==> config.mk <==
export PLATFORM = sky130hd
export DESIGN_NAME = protobuf_wire_field_parser_flat
export DESIGN_NICKNAME = d
export VERILOG_FILES = /design/src/hw/rtl/pwfp_pkg.sv /design/src/hw/rtl/pwfp_in_if.sv /design/src/hw/rtl/pwfp_out_if.sv /design/src/hw/rtl/pwfp_step.sv /design/src/hw/rtl/protobuf_wire_field_parser.sv /design/src/flat_wrapper.sv
export SDC_FILE = /design/constraint.sdc
export NUM_CORES = 1
export LEC_CHECK = 0
export ABC_AREA = 1
export BUFFER_PORTS_ARGS = -buffer_cell sky130_fd_sc_hd__buf_2
export CAP_MARGIN = 20
export CORE_ASPECT_RATIO = 1.75
export CORE_UTILIZATION = 30
export DETAILED_ROUTE_END_ITERATION = 12
export SKIP_LAST_GASP = 1
export SYNTH_ARGS = -nofsm -noshare
export SYNTH_HDL_FRONTEND = slang
export SYNTH_SLANG_ARGS = --single-unit
==> constraint.sdc <==
create_clock -name clk -period 13.9 [get_ports clk]
set_clock_uncertainty 0.15 [all_clocks]
set_input_delay 2.78 -clock clk [delete_from_list [all_inputs] [get_ports clk]]
set_output_delay 2.78 -clock clk [all_outputs]
set_load 0.005 [all_outputs]
==> src/hw/rtl/pwfp_pkg.sv <==
// ----------------------------------------------------------------------------
// Protobuf wire field parser package
// Phase encoding, result kinds, wire types, error codes and the shared
// structures passed between the parser step logic and the top level.
// ----------------------------------------------------------------------------
package pwfp_pkg;

    typedef enum logic [2:0] {
        PH_TAG     = 3'd0,
        PH_VARVAL  = 3'd1,
        PH_FIXED   = 3'd2,
        PH_LENGTH  = 3'd3,
        PH_PAYLOAD = 3'd4,
        PH_DISCARD = 3'd5
    } phase_t;

    localparam logic [1:0] KIND_SCALAR  = 2'd0;
    localparam logic [1:0] KIND_HEADER  = 2'd1;
    localparam logic [1:0] KIND_PAYLOAD = 2'd2;
    localparam logic [1:0] KIND_ERROR   = 2'd3;

    localparam logic [2:0] WIRE_VARINT      = 3'd0;
    localparam logic [2:0] WIRE_FIXED64     = 3'd1;
    localparam logic [2:0] WIRE_LEN         = 3'd2;
    localparam logic [2:0] WIRE_START_GROUP = 3'd3;
    localparam logic [2:0] WIRE_END_GROUP   = 3'd4;
    localparam logic [2:0] WIRE_FIXED32     = 3'd5;

    localparam logic [2:0] ERR_TRUNCATED   = 3'd0;
    localparam logic [2:0] ERR_VARINT_LONG = 3'd1;
    localparam logic [2:0] ERR_FIELD_ZERO  = 3'd2;
    localparam logic [2:0] ERR_FIELD_WIDE  = 3'd3;
    localparam logic [2:0] ERR_BAD_WIRE    = 3'd4;
    localparam logic [2:0] ERR_GROUP       = 3'd5;

    localparam logic [3:0] VARINT_MAX_BYTES  = 4'd10;
    localparam logic [3:0] FIXED32_BYTES     = 4'd4;
    localparam logic [3:0] FIXED64_BYTES     = 4'd8;

    typedef struct packed {
        phase_t      phase;
        logic [3:0]  group_count;
        logic [63:0] accumulator;
        logic [31:0] current_field;
        logic [2:0]  current_wire;
        logic [31:0] payload_left;
    } core_state_t;

    typedef struct packed {
        logic [1:0]  result_kind;
        logic [31:0] field_number;
        logic [2:0]  wire_kind;
        logic [63:0] field_value;
        logic [7:0]  payload_byte;
        logic        payload_last;
        logic [2:0]  error_code;
        logic [31:0] error_offset;
    } result_t;

endpackage

==> src/hw/rtl/pwfp_in_if.sv <==
// ----------------------------------------------------------------------------
// Message byte channel
// Valid/ready channel carrying one byte of the encoded buffer per item.
// ----------------------------------------------------------------------------
interface pwfp_in_if;

    logic       valid;
    logic       ready;
    logic [7:0] data_byte;
    logic       end_of_buffer;

    modport source (output valid, output data_byte, output end_of_buffer, input ready);
    modport sink (input valid, input data_byte, input end_of_buffer, output ready);

endinterface

==> src/hw/rtl/pwfp_out_if.sv <==
// ----------------------------------------------------------------------------
// Parse result channel
// Valid/ready channel carrying one decoded field, payload byte or error.
// ----------------------------------------------------------------------------
interface pwfp_out_if;

    logic        valid;
    logic        ready;
    logic [1:0]  result_kind;
    logic [31:0] field_number;
    logic [2:0]  wire_kind;
    logic [63:0] field_value;
    logic [7:0]  payload_byte;
    logic        payload_last;
    logic [2:0]  error_code;
    logic [31:0] error_offset;

    modport source (
        output valid, output result_kind, output field_number, output wire_kind,
        output field_value, output payload_byte, output payload_last,
        output error_code, output error_offset, input ready
    );
    modport sink (
        input valid, input result_kind, input field_number, input wire_kind,
        input field_value, input payload_byte, input payload_last,
        input error_code, input error_offset, output ready
    );

endinterface

==> src/hw/rtl/pwfp_step.sv <==
// ----------------------------------------------------------------------------
// Parser step logic
// Combinational update of the parser state for one message byte, together
// with the result item (if any) that the byte produces.
// ----------------------------------------------------------------------------
module pwfp_step
    import pwfp_pkg::*;
#(
    parameter int OFFSET_BITS = 32
)
(
    input  core_state_t            state,
    input  logic [OFFSET_BITS-1:0] byte_offset,
    input  logic [OFFSET_BITS-1:0] item_start_offset,
    input  logic [7:0]             data_byte,
    input  logic                   end_of_buffer,
    output core_state_t            state_next,
    output logic [OFFSET_BITS-1:0] byte_offset_next,
    output logic [OFFSET_BITS-1:0] item_start_offset_next,
    output logic                   has_result,
    output result_t                result
);

    logic [OFFSET_BITS-1:0] here;
    logic [OFFSET_BITS-1:0] next_off;
    logic [OFFSET_BITS-1:0] start_var;
    logic [OFFSET_BITS-1:0] err_at;
    logic [63:0]            acc_base;
    logic [63:0]            acc_var;
    logic [63:0]            acc_fix;
    logic [5:0]             var_shift;
    logic [3:0]             gc_inc;
    logic [3:0]             fix_count;
    logic [3:0]             fix_need;
    logic [31:0]            left_dec;
    logic                   err_hit;
    logic [2:0]             err_code;

    always_comb
    begin
        here      = byte_offset;
        next_off  = byte_offset + OFFSET_BITS'(1);
        // A new varint starts when no byte of it has been taken yet.
        acc_base  = (state.group_count == 4'd0) ? 64'd0 : state.accumulator;
        start_var = (state.group_count == 4'd0) ? here : item_start_offset;
        var_shift = {2'b00, state.group_count} * 6'd7;
        acc_var   = acc_base | (64'(data_byte[6:0]) << var_shift);
        gc_inc    = state.group_count + 4'd1;
        acc_fix   = state.accumulator | (64'(data_byte) << {state.group_count[2:0], 3'b000});
        fix_count = {1'b0, state.group_count[2:0]} + 4'd1;
        fix_need  = (state.current_wire == WIRE_FIXED32) ? FIXED32_BYTES : FIXED64_BYTES;
        left_dec  = (state.payload_left != 32'd0) ? state.payload_left - 32'd1
                                                  : state.payload_left;

        state_next             = state;
        item_start_offset_next = item_start_offset;
        has_result             = 1'b0;
        result                 = '0;
        err_hit                = 1'b0;
        err_code               = ERR_TRUNCATED;
        err_at                 = item_start_offset;

        case (state.phase)
            PH_TAG, PH_VARVAL, PH_LENGTH:
            begin
                state_next.accumulator = acc_var;
                state_next.group_count = gc_inc;
                item_start_offset_next = start_var;
                if (data_byte[7])
                begin
                    if (gc_inc >= VARINT_MAX_BYTES)
                    begin
                        err_hit  = 1'b1;
                        err_code = ERR_VARINT_LONG;
                        err_at   = start_var;
                    end
                    else if (end_of_buffer)
                    begin
                        err_hit  = 1'b1;
                        err_code = ERR_TRUNCATED;
                        err_at   = next_off;
                    end
                end
                else
                begin
                    state_next.group_count = 4'd0;
                    case (state.phase)
                        PH_TAG:
                        begin
                            if (acc_var[63:3] == 61'd0)
                            begin
                                err_hit  = 1'b1;
                                err_code = ERR_FIELD_ZERO;
                                err_at   = start_var;
                            end
                            else if (acc_var[63:35] != 29'd0)
                            begin
                                err_hit  = 1'b1;
                                err_code = ERR_FIELD_WIDE;
                                err_at   = start_var;
                            end
                            else if (acc_var[2:0] > WIRE_FIXED32)
                            begin
                                err_hit  = 1'b1;
                                err_code = ERR_BAD_WIRE;
                                err_at   = start_var;
                            end
                            else if (acc_var[2:0] inside {WIRE_START_GROUP, WIRE_END_GROUP})
                            begin
                                err_hit  = 1'b1;
                                err_code = ERR_GROUP;
                                err_at   = next_off;
                            end
                            else
                            begin
                                state_next.current_field = acc_var[34:3];
                                state_next.current_wire  = acc_var[2:0];
                                state_next.accumulator   = 64'd0;
                                item_start_offset_next   = next_off;
                                case (acc_var[2:0])
                                    WIRE_VARINT: state_next.phase = PH_VARVAL;
                                    WIRE_LEN:    state_next.phase = PH_LENGTH;
                                    default:     state_next.phase = PH_FIXED;
                                endcase
                                // A tag with nothing after it is a truncated field.
                                if (end_of_buffer)
                                begin
                                    err_hit  = 1'b1;
                                    err_code = ERR_TRUNCATED;
                                    err_at   = next_off;
                                end
                            end
                        end
                        PH_LENGTH:
                        begin
                            if (acc_var[63:32] != 32'd0)
                            begin
                                err_hit  = 1'b1;
                                err_code = ERR_TRUNCATED;
                                err_at   = start_var;
                            end
                            else if (acc_var == 64'd0)
                            begin
                                state_next.phase    = PH_TAG;
                                has_result          = 1'b1;
                                result.result_kind  = KIND_HEADER;
                                result.field_number = state.current_field;
                                result.wire_kind    = state.current_wire;
                            end
                            else if (end_of_buffer)
                            begin
                                err_hit  = 1'b1;
                                err_code = ERR_TRUNCATED;
                                err_at   = start_var;
                            end
                            else
                            begin
                                state_next.payload_left = acc_var[31:0];
                                state_next.phase        = PH_PAYLOAD;
                                has_result              = 1'b1;
                                result.result_kind      = KIND_HEADER;
                                result.field_number     = state.current_field;
                                result.wire_kind        = state.current_wire;
                                result.field_value      = acc_var;
                            end
                        end
                        default:
                        begin
                            state_next.phase    = PH_TAG;
                            has_result          = 1'b1;
                            result.result_kind  = KIND_SCALAR;
                            result.field_number = state.current_field;
                            result.wire_kind    = state.current_wire;
                            result.field_value  = acc_var;
                        end
                    endcase
                end
            end
            PH_FIXED:
            begin
                state_next.accumulator = acc_fix;
                state_next.group_count = fix_count;
                if (fix_count >= fix_need)
                begin
                    state_next.group_count = 4'd0;
                    state_next.phase       = PH_TAG;
                    has_result             = 1'b1;
                    result.result_kind     = KIND_SCALAR;
                    result.field_number    = state.current_field;
                    result.wire_kind       = state.current_wire;
                    result.field_value     = acc_fix;
                end
                else if (end_of_buffer)
                begin
                    err_hit  = 1'b1;
                    err_code = ERR_TRUNCATED;
                    err_at   = item_start_offset;
                end
            end
            PH_PAYLOAD:
            begin
                state_next.payload_left = left_dec;
                if (left_dec == 32'd0)
                begin
                    state_next.phase    = PH_TAG;
                    has_result          = 1'b1;
                    result.result_kind  = KIND_PAYLOAD;
                    result.payload_byte = data_byte;
                    result.payload_last = 1'b1;
                end
                else if (end_of_buffer)
                begin
                    err_hit  = 1'b1;
                    err_code = ERR_TRUNCATED;
                    err_at   = item_start_offset;
                end
                else
                begin
                    has_result          = 1'b1;
                    result.result_kind  = KIND_PAYLOAD;
                    result.payload_byte = data_byte;
                end
            end
            default:
            begin
                // Discarding until the buffer ends.
            end
        endcase

        if (err_hit)
        begin
            has_result             = 1'b1;
            result                 = '0;
            result.result_kind     = KIND_ERROR;
            result.error_code      = err_code;
            result.error_offset    = 32'(err_at);
            state_next.phase       = PH_DISCARD;
            state_next.group_count = 4'd0;
        end

        byte_offset_next = next_off;
        // The last byte of a buffer returns the parser to the tag phase at offset 0.
        if (end_of_buffer)
        begin
            state_next.phase        = PH_TAG;
            state_next.group_count  = 4'd0;
            state_next.accumulator  = 64'd0;
            state_next.payload_left = 32'd0;
            byte_offset_next        = '0;
        end
    end

endmodule

==> src/hw/rtl/protobuf_wire_field_parser.sv <==
// ----------------------------------------------------------------------------
// Protobuf wire field parser
// Decodes a protobuf message, one byte per item on the msg channel, into
// fields, payload bytes and errors on the result channel.
//
// The msg channel carries a byte and an end-of-buffer flag; the flag marks
// the last byte of a message and the next byte starts a new one at offset 0.
// The result channel gives at most one item per byte: a scalar field, a
// length-delimited header, a payload byte or an error with its byte offset.
// After an error, bytes produce nothing until the end of the buffer.
// A byte accepted on the msg channel waits in the input register until the
// output register is free; then the step logic updates the state and the
// byte's result, if any, is written to the output register and offered on
// the result channel. One byte is taken every cycle while the receiver does
// not stall; the combinational step logic is what sets that rate.
// Reset empties both registers and returns the parser to the tag phase at
// offset 0. When the receiver stalls, the result is held and the input
// register holds its byte; msg.ready falls only once both are occupied.
// ----------------------------------------------------------------------------
module protobuf_wire_field_parser
    import pwfp_pkg::*;
#(
    parameter int OFFSET_BITS = 32
)
(
    input logic        clk,
    input logic        rst_n,
    pwfp_in_if.sink    msg,
    pwfp_out_if.source result
);

    logic                   in_valid_reg;
    logic [7:0]             in_byte_reg;
    logic                   in_last_reg;
    core_state_t            state_reg;
    core_state_t            state_next;
    logic [OFFSET_BITS-1:0] byte_offset_reg;
    logic [OFFSET_BITS-1:0] byte_offset_next;
    logic [OFFSET_BITS-1:0] item_start_reg;
    logic [OFFSET_BITS-1:0] item_start_next;
    logic                   out_valid_reg;
    result_t                out_reg;
    result_t                step_result;
    logic                   step_has_result;
    logic                   out_free;
    logic                   fire;
    logic                   msg_take;

    assign out_free  = !out_valid_reg || result.ready;
    assign fire      = in_valid_reg && out_free;
    assign msg.ready = !in_valid_reg || fire;
    assign msg_take  = msg.valid && msg.ready;

    pwfp_step #(
        .OFFSET_BITS (OFFSET_BITS)
    ) u_step (
        .state                  (state_reg),
        .byte_offset            (byte_offset_reg),
        .item_start_offset      (item_start_reg),
        .data_byte              (in_byte_reg),
        .end_of_buffer          (in_last_reg),
        .state_next             (state_next),
        .byte_offset_next       (byte_offset_next),
        .item_start_offset_next (item_start_next),
        .has_result             (step_has_result),
        .result                 (step_result)
    );

    always_ff @(posedge clk or negedge rst_n)
    begin
        if (!rst_n)
        begin
            in_valid_reg <= 1'b0;
        end
        else if (msg_take)
        begin
            in_valid_reg <= 1'b1;
        end
        else if (fire)
        begin
            in_valid_reg <= 1'b0;
        end
    end

    always_ff @(posedge clk)
    begin
        if (msg_take)
        begin
            in_byte_reg <= msg.data_byte;
            in_last_reg <= msg.end_of_buffer;
        end
    end

    always_ff @(posedge clk or negedge rst_n)
    begin
        if (!rst_n)
        begin
            state_reg.phase         <= PH_TAG;
            state_reg.group_count   <= 4'd0;
            state_reg.accumulator   <= 64'd0;
            state_reg.current_field <= 32'd0;
            state_reg.current_wire  <= WIRE_VARINT;
            state_reg.payload_left  <= 32'd0;
            byte_offset_reg         <= '0;
            item_start_reg          <= '0;
        end
        else if (fire)
        begin
            state_reg       <= state_next;
            byte_offset_reg <= byte_offset_next;
            item_start_reg  <= item_start_next;
        end
    end

    always_ff @(posedge clk or negedge rst_n)
    begin
        if (!rst_n)
        begin
            out_valid_reg <= 1'b0;
        end
        else if (fire && step_has_result)
        begin
            out_valid_reg <= 1'b1;
        end
        else if (result.ready)
        begin
            out_valid_reg <= 1'b0;
        end
    end

    always_ff @(posedge clk)
    begin
        if (fire && step_has_result)
        begin
            out_reg <= step_result;
        end
    end

    assign result.valid        = out_valid_reg;
    assign result.result_kind  = out_reg.result_kind;
    assign result.field_number = out_reg.field_number;
    assign result.wire_kind    = out_reg.wire_kind;
    assign result.field_value  = out_reg.field_value;
    assign result.payload_byte = out_reg.payload_byte;
    assign result.payload_last = out_reg.payload_last;
    assign result.error_code   = out_reg.error_code;
    assign result.error_offset = out_reg.error_offset;

`ifndef NO_ASSERTIONS
    // The last byte of a buffer must leave the parser at offset 0 in the tag phase.
    a_end_resets: assert property (@(posedge clk) disable iff (!rst_n)
        fire && in_last_reg |=> byte_offset_reg == '0 && state_reg.phase == PH_TAG)
        else $error("parser not returned to start after end of buffer");

    // A varint never holds more than nine bytes between steps.
    a_group_bound: assert property (@(posedge clk) disable iff (!rst_n)
        state_reg.group_count <= 4'd9)
        else $error("group count out of range");

    // An error in mid-buffer sends the parser to discard.
    a_error_discard: assert property (@(posedge clk) disable iff (!rst_n)
        fire && step_has_result && step_result.result_kind == KIND_ERROR && !in_last_reg
        |=> state_reg.phase == PH_DISCARD)
        else $error("error did not enter discard");

    // Payload phase always has bytes still due.
    a_payload_left: assert property (@(posedge clk) disable iff (!rst_n)
        state_reg.phase == PH_PAYLOAD |-> state_reg.payload_left != 32'd0)
        else $error("payload phase with nothing left");
`endif

endmodule
==> src/flat_wrapper.sv <==
// flat-port wrapper written by rule: the top's interface ports become plain ports
module protobuf_wire_field_parser_flat import pwfp_pkg::*;
#(
    parameter int OFFSET_BITS = 32
)
  (clk, rst_n, msg_valid, msg_data_byte, msg_end_of_buffer, msg_ready, result_valid, result_result_kind, result_field_number, result_wire_kind, result_field_value, result_payload_byte, result_payload_last, result_error_code, result_error_offset, result_ready);
  pwfp_in_if msg_i ();
  pwfp_out_if result_i ();
  input logic clk;
  input logic rst_n;
  input wire logic [$bits(msg_i.valid)-1:0] msg_valid;
  input wire logic [$bits(msg_i.data_byte)-1:0] msg_data_byte;
  input wire logic [$bits(msg_i.end_of_buffer)-1:0] msg_end_of_buffer;
  output wire logic [$bits(msg_i.ready)-1:0] msg_ready;
  output wire logic [$bits(result_i.valid)-1:0] result_valid;
  output wire logic [$bits(result_i.result_kind)-1:0] result_result_kind;
  output wire logic [$bits(result_i.field_number)-1:0] result_field_number;
  output wire logic [$bits(result_i.wire_kind)-1:0] result_wire_kind;
  output wire logic [$bits(result_i.field_value)-1:0] result_field_value;
  output wire logic [$bits(result_i.payload_byte)-1:0] result_payload_byte;
  output wire logic [$bits(result_i.payload_last)-1:0] result_payload_last;
  output wire logic [$bits(result_i.error_code)-1:0] result_error_code;
  output wire logic [$bits(result_i.error_offset)-1:0] result_error_offset;
  input wire logic [$bits(result_i.ready)-1:0] result_ready;
  assign msg_i.valid = msg_valid;
  assign msg_i.data_byte = msg_data_byte;
  assign msg_i.end_of_buffer = msg_end_of_buffer;
  assign msg_ready = msg_i.ready;
  assign result_valid = result_i.valid;
  assign result_result_kind = result_i.result_kind;
  assign result_field_number = result_i.field_number;
  assign result_wire_kind = result_i.wire_kind;
  assign result_field_value = result_i.field_value;
  assign result_payload_byte = result_i.payload_byte;
  assign result_payload_last = result_i.payload_last;
  assign result_error_code = result_i.error_code;
  assign result_error_offset = result_i.error_offset;
  assign result_i.ready = result_ready;
  protobuf_wire_field_parser #(.OFFSET_BITS(OFFSET_BITS)) u_core (.clk(clk), .rst_n(rst_n), .msg(msg_i), .result(result_i));
endmodule
==> results.md <==
* Status: finished clean
* Clock power frac at 0.171
* Worst hold slack at ~0.34 ns
* Setup repair after global routing missed its margin: false
* I/O pins at 160
* Least-Margin Pin Slew at about 1.2 ns
* CTS max path bufs at 3
* CTS tree: built
* Nets at 3228
* First-pass GRT wire length at around 150000 um
* Comb pwr share at 0.563
* WHS Path Cells at 2
* Iteration-0 DRC Markers at 2166
* Final period util at 0.5277
* CTS clk-pin slew, worst paths at around 0.070 ns
* Slew Viols, Final at 0
* Overflow after GRT at 0
* Netlist cell types at 61
* Switching share of power at 0.5289
* Clk sinks at 358
* Skew-Pair Late Insertion Delay at 0.59 ns
* Fillers at 8262
* Max Fclk at 136.3 MHz
* Sequential power share at 0.266
* Die area at 0.07779 mm2
* WP data required at between 10 and 15 ns
* Reg2reg path depth at 24
* CP Class: flip-flop to flip-flop
* Setup tns final at 0 ns
* P_int at approximately 3100 uW
* Final Hold Fails at 0
* # hold bufs at CTS at 0
* Cell Area, Synth at 0.02299 mm2
* Post-synth net total at between 3000 and 4000
* Net switching power at ~3500 uW
* Number of H-tree levels at 2
* Min Tclk post-route at roughly 7.3 ns
* Layout cells sized above 1 at 0.1162
* Avg Inst Size Synth at 7.329 um2
* Max cap viols at 0
* FF+latch count, synth at about 360
* Cells after Synth at 3137
* Routability cong. at 1.024
* Vias at 23520
* Startpoint class of the critical path: flip-flop
* TritonRoute pass-1 iters at 6
* All-Layer GR Usage at 0.2605
* Initial antenna violation count at 4
* Final setup vio count at 0
* Number of remaining DRC errors at 0
* Die height at 368.2 um
* Vias in the first global route at 23000
* Power Density at 255.0 mW/mm2
* Worst min-delay path class: flip-flop to flip-flop
* Setup Fix Bufs, Post-CTS at 0
* Area Growth Syn to Fin at 13.18%
* P_leak at around 0.011 uW
* Crit. End Element: flip-flop
* Arr. time, crit path at 7.39 ns
* Rel. slew slack at 0.2077
* CP Max Fanout at 73
* Dpl hpwl at 72270 um
* Row Count at around 130
* Primary FF master, synth: dfrtp_1
* Total Routed Length at 101800 um
* Max reg flops at about 140
* Async set or reset register ratio after synthesis at 0.5698
* Antenna Violating Nets Remaining at 0
* Post-synth EDFFs at 154
* Largest net degree at the start of global routing at 82
* CTS root buf: clkbuf_16
* Core Area at between 0.07 and 0.08 mm2
* YS warnings at 0
* Post-CTS Resized at 0
* Peak VDD IR at 0.1535 mV
* PortBufs at roughly 160
* Register area share after synthesis at 0.4232
* Number of CTS-inserted buffers at 38
* Drt wl/cell at 23.96 um
* Width of the die at roughly 210 um
* Via density at between 5 and 6
* Initial Util at 0.3020
==> final cells by class <==
type,instances,area [um2],area share
multi-input combinational,2300,11400,0.4381
inverter,294,1106,0.04251
clock buffer,51,1094,0.04203
tap,1020,1276,0.04905
sequential,358,9729,0.3739
clock inverter,19,254.0,0.009761
timing repair buffer,206,1159,0.04453
antenna,1,2.502,0.00009617
==> per-stage QoR <==
step           cells  worst slack [ns]    util  power [uW]  instance area, um2
2_1_floorplan   3137             3.098       -        4169               22990
3_3_place_gp    4177             6.744  0.3240        5441               24660
3_5_place_dp    4177             6.640  0.3240        5441               24660
4_1_cts         4247             6.613  0.3417        6603               26010
5_1_grt         4248             6.166  0.3418        7034               26020
6_report        4249             6.565  0.3418        6635               26020
==> power groups by stage <==
stage	clock network, uW	logic (uW)	registers [uW]
after floorplan	0	2410	1760
after global placement	0	3660	1780
after global routing	1190	4040	1800
after detailed placement	0	3660	1780
after CTS	1160	3680	1770
final	1130	3740	1760
==> cell usage after synthesis, drive strengths merged (7+ instances only) <==
master / instances / share of area
ha: 13 / 0.0071
or2: 11 / 0.0030
mux2: 8 / 0.0039
a22oi: 7 / 0.0023
o21ai: 352 / 0.077
nand4: 96 / 0.027
a21oi: 136 / 0.031
a2bb2oi: 8 / 0.0030
nor2: 346 / 0.059
o31ai: 9 / 0.0038
buf: 69 / 0.017
inv: 291 / 0.048
dfrtp: 204 / 0.22
nor4: 9 / 0.0024
edfxtp: 154 / 0.20
xor2: 32 / 0.012
o22ai: 80 / 0.022
o211ai: 17 / 0.0058
nor3: 29 / 0.0063
a32o: 32 / 0.014
a31oi: 51 / 0.014
clkbuf: 116 / 0.019
nand3: 225 / 0.050
nand2: 803 / 0.13
==> cells by family (layout without fill, tap and decap cells) <==
kind of cell,count (synthesis),after routing,share of synthesized area
buffers and inverters,479,570,0.08419
AOI/OAI and AO/OA,711,711,0.1794
muxes,9,9,0.004354
xor gates and xnor gates,37,37,0.01442
other,0,1,0
DFF,358,358,0.4232
adders and majority gates,17,17,0.01056
and+or+nand+nor,1526,1526,0.2838
==> layout by cell type (no fill, tap or decap), types with 8 or more instances in the layout <==
| master | n |
|---|---|
| nand2_1 | 781 |
| nor2_1 | 327 |
| o21ai_0 | 277 |
| inv_1 | 264 |
| nand3_1 | 220 |
| dfrtp_1 | 204 |
| buf_2 | 158 |
| edfxtp_1 | 154 |
| a21oi_1 | 128 |
| nand4_1 | 94 |
| o22ai_1 | 80 |
| o21ai_1 | 69 |
| a31oi_1 | 51 |
| buf_4 | 46 |
| clkbuf_16 | 41 |
| xor2_1 | 32 |
| a32o_1 | 32 |
| nor3_1 | 28 |
| inv_2 | 26 |
| nand2_2 | 19 |
| o211ai_1 | 16 |
| ha_1 | 13 |
| nor2_2 | 11 |
| or2_2 | 10 |
| nor4_1 | 9 |
| a2bb2oi_1 | 8 |
| mux2_1 | 8 |
==> critical path, cell delays in order (launching register included) <==
cell and delay [ns]:
dfrtp_1 0.33, buf_4 0.36, clkinv_1 0.43, fa_1 0.61
fa_1 0.42, xnor2_2 0.14, buf_4 0.25, inv_2 0.52
nand2_1 0.15, nand3_1 0.19, and2_1 0.31, nand3_1 0.10
nor2_1 0.13, nand2_1 0.08, nor2_2 0.26, nand2_4 0.13
nand2_2 0.10, nand2_2 0.07, nand2_2 0.05, buf_4 0.40
nand2_1 0.15, nand2_1 0.13, nor3_1 0.09, nor2_4 0.43
buf_4 0.79
==> routing by layer <==
layer / GRT usage / wire [um] / vias to the layer above / part of all wire
met2: 0.4541 / 50550 / 1147 / 0.50
li1: - / - / 10800 / -
met5: 0 / 34 / - / 0.00033
met1: 0.2837 / 36090 / 11210 / 0.35
met3: 0.03787 / 6415 / 359 / 0.063
met4: 0.1944 / 8713 / 6 / 0.086
==> path summary, 6_finish.rpt <==
path	end	startpoint	slack, ns
max	u_core.result.field_number[24]$_SDFFCE_PP0P_	u_core.state_reg[132]$_DFFE_PN0P_	6.57
min reg2reg	u_core.state_reg[37]$_DFFE_PN0P_	u_core.state_reg[37]$_DFFE_PN0P_	0.34
max reg2reg	u_core.result.field_number[24]$_SDFFCE_PP0P_	u_core.state_reg[132]$_DFFE_PN0P_	6.57
max in group asynchronous	u_core.item_start_reg[2]$_DFFE_PN0P_	rst_n	10.04
min in group asynchronous	u_core.state_reg[94]$_DFFE_PN0P_	rst_n	2.04
min	u_core.state_reg[37]$_DFFE_PN0P_	u_core.state_reg[37]$_DFFE_PN0P_	0.34
No activity file was read; power rests on OpenSTA's default activity.
